$ cat config.mk
export PLATFORM = sky130hd
export DESIGN_NAME = abcm_front
export DESIGN_NICKNAME = d
export VERILOG_FILES = /design/src/rtl/abcm_pkg.sv /design/src/rtl/abcm_front.sv
export SDC_FILE = /design/constraint.sdc
export NUM_CORES = 1
export LEC_CHECK = 0
export BUFFER_PORTS_ARGS = -buffer_cell sky130_fd_sc_hd__buf_2
export CELL_PAD_IN_SITES_DETAIL_PLACEMENT = 1
export CELL_PAD_IN_SITES_GLOBAL_PLACEMENT = 2
export CORE_MARGIN = 3
export CORE_UTILIZATION = 34
export CTS_CLUSTER_SIZE = 40
export DETAILED_ROUTE_END_ITERATION = 10
export PLACE_DENSITY_LB_ADDON = 0.08
export SLEW_MARGIN = 20
export SYNTH_ARGS = -nofsm -noshare
export SYNTH_HDL_FRONTEND = slang
export SYNTH_SLANG_ARGS = --single-unit
$ cat constraint.sdc
create_clock -name clk -period 10.65 [get_ports clk]
set_clock_uncertainty 0.05 [all_clocks]
set_input_delay 2.6625 -clock clk [delete_from_list [all_inputs] [get_ports clk]]
set_output_delay 2.6625 -clock clk [all_outputs]
set_load 0.01 [all_outputs]
$ cat src/rtl/abcm_pkg.sv
// Shared types and constants of the ARP binding monitor
package abcm_pkg;
  localparam int TableSlotsDefault = 64;
  localparam int IndexWidth = 6;
  localparam logic [15:0] MinFrameReset = 16'd42;
  localparam logic [15:0] OpRequest = 16'd1;
  localparam logic [15:0] OpReply = 16'd2;

  typedef enum logic [2:0] {
    ST_DISABLED = 3'd0,
    ST_SHORT = 3'd1,
    ST_NEW = 3'd2,
    ST_REFRESH = 3'd3,
    ST_CONFLICT = 3'd4,
    ST_FULL = 3'd5,
    ST_CLEARED = 3'd6
  } status_t;

  typedef enum logic [1:0] {
    KIND_OTHER = 2'd0,
    KIND_REQUEST = 2'd1,
    KIND_REPLY = 2'd2
  } kind_t;

  typedef enum logic [1:0] {
    JOB_CLEAR = 2'd0,
    JOB_SKIP = 2'd1,
    JOB_LOOKUP = 2'd2
  } job_t;

  // Classified item handed from front to back
  typedef struct packed {
    job_t job;
    status_t status;
    logic gratuitous;
    kind_t op_kind;
    logic [31:0] sender_ip;
    logic [47:0] sender_mac;
  } work_t;

  typedef struct packed {
    status_t status;
    logic gratuitous;
    kind_t op_kind;
    logic [47:0] previous_mac;
    logic [IndexWidth-1:0] entry_index;
    logic [31:0] entry_hits;
    logic [31:0] total_packets;
    logic [31:0] request_total;
    logic [31:0] reply_total;
    logic [31:0] gratuitous_total;
    logic [31:0] conflict_total;
  } result_t;
endpackage

$ cat src/rtl/abcm_front.sv
// Front end: classify items and feed a two-entry work queue
module abcm_front (
  input  logic clk,
  input  logic rst,
  input  logic push,
  output logic full,
  input  logic enable,
  input  logic [15:0] min_len,
  input  logic command,
  input  logic [15:0] arp_operation,
  input  logic [31:0] sender_ip,
  input  logic [47:0] sender_mac,
  input  logic [31:0] target_ip,
  input  logic [15:0] frame_length,
  output logic work_valid,
  output abcm_pkg::work_t work,
  input  logic work_take
);
  abcm_pkg::work_t q [2];
  logic rd, wr;
  logic [1:0] count;
  abcm_pkg::work_t cls;
  logic take_in;

  always_comb begin
    cls.sender_ip = sender_ip;
    cls.sender_mac = sender_mac;
    cls.gratuitous = 1'b0;
    cls.op_kind = abcm_pkg::KIND_OTHER;
    cls.status = abcm_pkg::ST_DISABLED;
    cls.job = abcm_pkg::JOB_SKIP;
    if (command) begin
      cls.job = abcm_pkg::JOB_CLEAR;
      cls.status = abcm_pkg::ST_CLEARED;
    end else if (!enable) begin
      cls.status = abcm_pkg::ST_DISABLED;
    end else if (frame_length < min_len) begin
      cls.status = abcm_pkg::ST_SHORT;
    end else begin
      cls.job = abcm_pkg::JOB_LOOKUP;
      cls.status = abcm_pkg::ST_NEW;
      cls.gratuitous = (sender_ip == target_ip);
      if (arp_operation == abcm_pkg::OpRequest) cls.op_kind = abcm_pkg::KIND_REQUEST;
      else if (arp_operation == abcm_pkg::OpReply) cls.op_kind = abcm_pkg::KIND_REPLY;
    end
  end

  assign full = (count == 2'd2);
  assign take_in = push && !full;
  assign work_valid = (count != 2'd0);
  assign work = q[rd];

  always_ff @(posedge clk) begin
    if (rst) begin
      rd <= 1'b0;
      wr <= 1'b0;
      count <= 2'd0;
    end else begin
      if (take_in) begin
        q[wr] <= cls;
        wr <= ~wr;
      end
      if (work_take && work_valid) rd <= ~rd;
      count <= count + {1'b0, take_in} - {1'b0, work_take && work_valid};
    end
  end
endmodule

# == After elaboration in Yosys (flattened, before gate mapping) ==
# Memories as Yosys holds them, arrays and structs flattened. A register that Yosys moved wholly into a read port is not among the register bits.
# Index checks and enable logic that the tools add are counted.
# classes
n_addsub,2
order_cmp,1
eq_ne,4
mux,15
bitwise,2
n_reduce_logical,4
# ops
cell,n
$eq A32 B32 Y1,1
$eq A16 B1 Y1 const B,1
$eq A16 B2 Y1 const B,1
$lt A16 B16 Y1,1
$mux W2,6
$mux W3,3
$mux W1,5
$mux W5,1
$add A2 B1 Y2,1
$eq A2 B2 Y1 const B,1
$logic_and A1 B1 Y1,2
$not A1 Y1,2
$reduce_bool A2 Y1,1
$sub A2 B1 Y2,1
$logic_not A1 Y1,1
# word_totals
ff_bits,4
ram_bits,176
out_inout_bits,90
word_cells,32
memories,1
# memory_table
name,words,word_bits,rd,rd_ports_with_merged_regs,wr,line_no,source
q,2,88,1,1,1,abcm_front.sv:19,abcm_pkg::work_t q [2];

# == Depth between registers and ports, before layout ==
# Gate-level depths: netlist (run 1).
# logic_depth
depth_word,6
ltp_mapped,8
depth_no_buf,8

# == Least setup slack after synthesis (run 1) ==
# No wires, ideal clock.
# synth_path
kind,input -> register
start,input push
end,"memory q[1][0] (netlist name), enable pin"
arrival_ps,9276
t_required_ps,9938
slack_ps,662
path_stages,2
n_path_buf,0
cell_sequence,o21ai_0 -> nor3b_1
# synth_between
elab_chain_len,4
# synth_rtl
item,line_no,source
start: declaration,abcm_front.sv:5,"input logic push,"
$logic_and A1 B1 Y1,abcm_front.sv:49,assign take_in = push && !full;
$mux W1,abcm_front.sv:59,if (take_in) begin
$mux W1,abcm_front.sv:54,if (rst) begin
$mux W1 (not written as such),abcm_front.sv:60,q[wr] <= cls;
end: declaration,abcm_front.sv:19,
# No other way between the ends.

==> metrics.md, run 1 <==
| Metric | Value |
|---|---|
| Status | `finished, final reports clean` |
| Element type at the critical path end | `output port` |
| Pre-CTS setup slack | `5.76 ns` |
| Mapped Area | `0.00737 mm2` |
| Routed wire length | `17100 um` |
| Setup bufs post-CTS | `0` |
| Post-synthesis xor/xnor area fraction | `4.28%` |
| Initial antenna violation count | `5` |
| Sequential fraction of the synthesis area | `73.1%` |
| Avg Inst Size Synth | `18.1 um2` |
| Root Driver | `clkbuf_16` |
| Leak pwr | `3.67 nW` |
| Largest net degree at the start of global routing | `65` |
| Die Span Y | `153 um` |
| CTS Sinks | `181` |
| Synth Area in Simple Gates | `3.45%` |
| Setup-failing EPs final | `0` |
| Clock Pin Slew Worst Setup and Hold Paths | `0.07 ns` |
| Total global-route track usage | `14.6%` |
| WS Path Type | `flop to output port` |
| RePlAce Congestion | `0.729` |
| WP data required | `7.94 ns` |
| Via count | `4498` |
| Die area | `0.0235 mm2` |
| Dpl hpwl | `12500 um` |
| Crit path time final | `5.12 ns` |
| RSZ-0062 raised after global routing | `no` |
| Number of fillers in the final layout | `2190` |
| Layout cell share with drive strength beyond 1 | `56.2%` |
| Final Hold Vio Count | `0` |
| Max Freq | `0.195 GHz` |
| Number of flops mapped to enable cells by yosys | `176` |
| Initial DRC count | `164` |
| Worst skew pair latency | `0.42 ns` |
| Post-synthesis compound-gate area fraction | `1.44%` |
| Synth Instances | `407` |
| Pwr Density | `200 mW/mm2` |
| Max transition margin | `39.8%` |
| CTS Buf Count | `17` |
| Mux share of post-synthesis cell area | `13.5%` |
| Synth top area share | `71.7%` |
| Post-Synth Adder-Cell Area | `2.89%` |
| Syn. warnings | `0` |
| IO Port Bufs | `255` |
| Layout area overhead | `29.8%` |
| CP Launch Type | `flop` |
| Distinct cell type count after synthesis | `35` |
| Critical path arrival | `2.41 ns` |
| Initial core utilization | `34.8%` |
| Ys async rst share | `0%` |
| Chip width | `153 um` |
| CP Max Fanout | `57` |
| H-tree depth | `4` |
| # nets final | `859` |
| DR DRC count | `0` |
| CTS Hold Buffers Added | `0` |
| Setup tns final | `0 ns` |
| Top-count cell post-synth | `edfxtp_1` |
| Peak VDD IR | `0.0805 mV` |
| Boundary Pins | `256` |
| Clock tree buffer depth | `2` |
| WL/cell | `17.7 um` |
| Slowest cell on the critical path | `buf_4` |
| Max-slew violation count | `0` |
| Core footprint | `0.0212 mm2` |
| CTS tree | `yes` |
| GRT Residual Overflow | `0` |
| Post-synth top area cell | `edfxtp_1` |
| CTS resizes | `0` |
| Vias/cell | `4.65` |
| 1st-pass router iterations | `5` |
| Flops & latches, synth | `181` |
| Final worst slack | `5.53 ns` |
| FP Rows | `53` |
| Slowest stage delay, CP | `0.69 ns` |
| Largest cells by area after synthesis | `edfxtp_1 (72%), mux2_2 (13%), xnor2_1 (4.2%), ha_1 (2.9%), dfxtp_1 (1.4%)` |
| Worst slew pin tran | `0.904 ns` |
| Tcrit/Tclk final | `48.1%` |
| Top_reg_cell synth | `edfxtp_1` |
| Synth top cells by count | `edfxtp_1 (176), mux2_2 (88), xnor2_1 (35), ha_1 (17), inv_1 (17)` |
| Max_cap viols | `0` |
| Vias in the first global route | `4848` |
| Post-route antenna net violation count | `0` |
| Crit path cell chain | `buf_4 > mux2_2 > buf_2` |
| Worst min-delay path class | `flop to flop` |
| Largest family of logic cells by synthesized area | `multiplexers` |
| Post-Syn Nets | `590` |
| First-pass GRT wire length | `26300 um` |
-- where the power goes --
group	internal [mW]	total, mW	switching, mW
sequential	0.856	0.889	0.0321
combinational	0.217	0.444	0.227
clock	0.305	0.580	0.274
total	1.38	1.91	0.534
-- logic make-up after synthesis --
group / after synthesis
adders and majority gates: 17
muxes: 88
buffers and inverters: 27
DFF: 181
AOI/OAI and AO/OA: 16
and+or+nand+nor: 42
xor gates and xnor gates: 36
-- state kept, by name, summed over array words and instances, names as in the netlist, named ones only --
signal / count
q: 176
count: 2
rd: 1
wr: 1
-- per-layer routing --
metal / part of all wire (%) / track usage [%] / wire [um] / vias to the layer above
met5: 0.16 / 0 / 27 / -
met1: 39 / 17.5 / 6750 / 2196
li1: - / - / - / 2110
met3: 7.7 / 5.07 / 1320 / 23
met4: 1.7 / 4.96 / 294 / 4
met2: 51 / 24.4 / 8720 / 165
-- metrics by stage --
step	hold WS [ns]	cell area, um2	cells	utilization, %	power [mW]
after floorplan	0.431	7370	407	-	1.17
after global placement	0.449	9000	932	42.5	1.35
after detailed placement	0.450	9000	932	42.5	1.36
after CTS	0.472	9550	964	45.1	1.95
after global routing	0.500	9550	966	45.2	2.01
final	0.464	9560	968	45.2	1.91
-- critical path, delay by kind of cell (launching register included) --
family | cells | cell delay, ns
buffers and inverters | 2 | 0.84
DFF | 1 | 0.63
muxes | 1 | 0.44
-- placed cells by master (no fill, tap or decap), drive strengths merged --
cell type  Yosys  layout
a31oi          2       2
ha            17      17
nor2           7       7
clkbuf         7      18
xor2           1       1
or2            1       1
a2111oi        1       1
or4            2       2
and4b          2       2
nor4           5       5
nand3          1       1
o21ai          4       4
dfxtp          5       5
edfxtp       176     176
and2           1       1
a21oi          7       7
xnor2         35      35
nor3b          1       1
nand4          9       9
or2b           1       1
clkinv         0       2
mux2          88      88
a21o           1       1
and4           2       2
nand2          6       6
diode          0       4
o21a           1       1
nor2b          1       1
clkinvlp       0       6
nor3           1       1
buf            3     260
nand2b         1       1
inv           17      23
and3           1       1
-- area by class of cell --
type / instances / area [um2] / share of cell area [%]
antenna: 4 / 10.0 / 0.105
inverter: 17 / 63.8 / 0.668
clock buffer: 18 / 429 / 4.49
sequential: 181 / 5390 / 56.4
clock inverter: 14 / 120 / 1.26
tap: 275 / 344 / 3.60
timing repair buffer: 260 / 1310 / 13.7
multi-input combinational: 199 / 1890 / 19.8
-- path summary, 6_finish.rpt --
check / from / endpoint / slack [ns] / depth (start not counted)
max: flop / work[45] / 5.53 / 3
min: rd / rd / 0.46 / 2
max reg2reg: count[1] / q[1][87] / 8.18 / 5
min reg2reg: rd / rd / 0.46 / 2
(Power assumes the default switching activity.)
==> inputs of run 2 (changes only) <==
- clock period: 10.65 -> 5.4 ns (I/O delays scaled with it)
==> run 2 against run 1 <==
First-iteration DRC count grew 6.1%. Via count decreased by 0.40%. Sequential share of layout area down 0.18 points. Largest cell class unchanged. Largest power group unchanged.
==> metrics.md, run 2 (synthesis gave the netlist of run 1 again) <==
| Metric | Value |
|---|---|
| Initial core utilization | `34.8% (unchanged)` |
| Max-slew violation count | `0 (unchanged)` |
| CTS Buf Count | `17 (unchanged)` |
| Critical path arrival | `2.02 ns (-0.39 ns)` |
| FP Rows | `53 (unchanged)` |
| Peak VDD IR | `0.214 mV (+170%)` |
| Max Freq | `0.292 GHz` |
| Leak pwr | `3.69 nW (+0.73%)` |
| WL/cell | `17.7 um (+0.26%)` |
| # nets final | `860 (+0.12%)` |
| CTS Sinks | `181 (unchanged)` |
| Crit path time final | `3.42 ns` |
| Setup-failing EPs final | `0 (unchanged)` |
| Sequential power share | `45.6% (-0.9 points)` |
| Via count | `4480 (-0.40%)` |
| Setup tns final | `0 ns (unchanged)` |
| IO Port Bufs | `255 (unchanged)` |
| H-tree depth | `4 (unchanged)` |
| Reg-to-reg slack, setup | `3.18 ns (-5.00 ns)` |
| Core footprint | `0.0212 mm2 (unchanged)` |
| CTS Hold Buffers Added | `0 (unchanged)` |
| Number of fillers in the final layout | `2177 (-0.59%)` |
| GRT Residual Overflow | `0 (unchanged)` |
| Largest net degree at the start of global routing | `64 (-1.5%)` |
| Die Span Y | `153 um (unchanged)` |
| Final Hold Vio Count | `0 (unchanged)` |
| Setup bufs post-CTS | `0 (unchanged)` |
| Top cell family by delay on the critical path | `buffers and inverters` |
| Worst reg2reg startpoint | `count[1]` |
| Number of cells on the worst reg-to-reg path | `4 (-1)` |
| Max_cap viols | `0 (unchanged)` |
| Hold path cells | `2 (unchanged)` |
| RePlAce Congestion | `0.747 (+2.4%)` |
| Combinational Power Share | `23.3% (about the same)` |
| Switching Power | `1.04 mW (+96%)` |
| Most frequent cells in the layout | `buf_2 (255), edfxtp_1 (176), mux2_2 (88), xnor2_1 (35)` |
| Top reg by flops | `q` |
| Most common cell after layout, fill and taps aside | `buf_2` |
| Max transition margin | `40.5% (+0.71 points)` |
| Worst slew pin tran | `0.884 ns (-0.0200 ns)` |
| Routed wire length | `17100 um (about the same)` |
| Layout cell share with drive strength beyond 1 | `56.2% (+0.064 points)` |
| CP Launch Type | `flop` |
| Power Internal | `2.77 mW (+100%)` |
| DR DRC count | `0 (unchanged)` |
| Crit path cell chain | `buf_4 > mux2_2 > buf_2` |
| Die area | `0.0235 mm2 (unchanged)` |
| WS Path Type | `flop to output port` |
| 1st-pass router iterations | `4 (-1)` |
| First-pass GRT wire length | `26100 um (-0.76%)` |
| Layout area overhead | `30.2%` |
| HP Start | `rd` |
| Vias in the first global route | `4914 (+1.4%)` |
| Tcrit/Tclk final | `63.3%` |
| Boundary Pins | `256 (unchanged)` |
| Clock Pin Slew Worst Setup and Hold Paths | `0.07 ns (about the same)` |
| Element type at the critical path end | `output port` |
| Buf/Inv on CP | `2 (unchanged)` |
| RSZ-0062 raised after global routing | `no` |
| WP data required | `4.00 ns (-3.94 ns)` |
| Vias/cell | `4.64 (about the same)` |
| CTS resizes | `0 (unchanged)` |
| Slowest cell on the critical path | `dfxtp_4` |
| Top flop regs | `q x176, count x2` |
| CTS tree | `yes` |
| Pwr Density | `398 mW/mm2 (+99%)` |
| Slowest stage delay, CP | `0.53 ns (-0.16 ns)` |
| Max reg flops | `176 (unchanged)` |
| Clock share of power | `31.0% (+0.7 points)` |
| Initial DRC count | `174 (+6.1%)` |
| Design Power | `3.81 mW (+99%)` |
| Worst min-delay path class | `flop to flop` |
| Status | `finished, final reports clean` |
| Total global-route track usage | `14.4% (-0.15 points)` |
| Switching share of total power | `27.4% (-0.51 points)` |
| Root Driver | `clkbuf_16` |
| Worst skew pair latency | `0.42 ns (about the same)` |
| CP Max Fanout | `35 (-39%)` |
| Clock tree buffer depth | `2 (unchanged)` |
| Dpl hpwl | `12600 um (+0.70%)` |
| # diodes | `0 (-4)` |
| Initial antenna violation count | `3 (-2)` |
| Post-route antenna net violation count | `0 (unchanged)` |
| R2R Path End | `q[1][62]` |
| Chip width | `153 um (unchanged)` |
## run 2: cell count changes in the layout (fill, tap and decap cells not counted)
| cell | before | now |
|---|---|---|
| nor3_2 | 1 | 0 |
| nor3b_4 | 0 | 1 |
| diode_2 | 4 | 0 |
| buf_4 | 5 | 6 |
| inv_6 | 2 | 3 |
| nor3b_2 | 1 | 0 |
| clkinvlp_4 | 6 | 4 |
| inv_8 | 4 | 3 |
| clkinv_4 | 1 | 2 |
| nor3_4 | 0 | 1 |
| bufinv_16 | 0 | 1 |
## run 2: power by group through the flow
stage / Clock, mW / Sequential [mW] / Combinational (mW)
after floorplan: 0 / 1.75 / 0.557
after global placement: 0 / 1.77 / 0.904
after detailed placement: 0 / 1.78 / 0.918
after CTS: 1.23 / 1.74 / 0.923
after global routing: 1.28 / 1.76 / 0.980
final: 1.18 / 1.74 / 0.889
## run 2: worst reg2reg max path, delay by kind of cell (launching register included)
family | cells | cell delay (ns)
compound gates | 1 | 0.32
buf+inv | 2 | 0.83
flops | 1 | 0.32
simple gates | 1 | 0.29
## run 2: worst max path at each step
stage,start,endpoint,cells after the start
floorplan,push,q[1][0],2
global placement,min_len[11],q[0][80],8
detailed placement,min_len[11],q[0][80],8
CTS,flop,work[3],3
global route,flop,work[84],3
finish,flop,work[69],3
## run 2: metrics by stage
| step | worst slack [ns] | utilization, % | hold WS (ns) | instances | instance area (um2) |
|---|---|---|---|---|---|
| floorplan | 0.973 | - | 0.431 | 407 | 7390 |
| global placement | 2.17 | 42.6 | 0.446 | 933 | 9020 |
| detailed placement | 2.12 | 42.6 | 0.458 | 933 | 9020 |
| CTS | 1.90 | 45.3 | 0.481 | 965 | 9590 |
| global route | 1.85 | 45.3 | 0.522 | 965 | 9590 |
| finish | 1.98 | 45.3 | 0.472 | 965 | 9590 |
## run 2: final cells by class
cell class / instances / area [um2] / area share (%)
repair buffers: 261 / 1320 / 13.8
inverters: 17 / 63.8 / 0.665
flip-flops and latches: 181 / 5390 / 56.2
well taps: 275 / 344 / 3.59
multi-input cells: 199 / 1900 / 19.8
clock inverters: 14 / 141 / 1.47
clock buffers: 18 / 429 / 4.47
## run 2: routing by layer
layer  global-route usage (%)  up-vias  wire [um]
met3                     5.95       21       1410
met5                        0        -         34
met1                     16.0     2195       6550
met4                     4.45        6        189
li1                         -     2105          -
met2                     25.3      153       8930
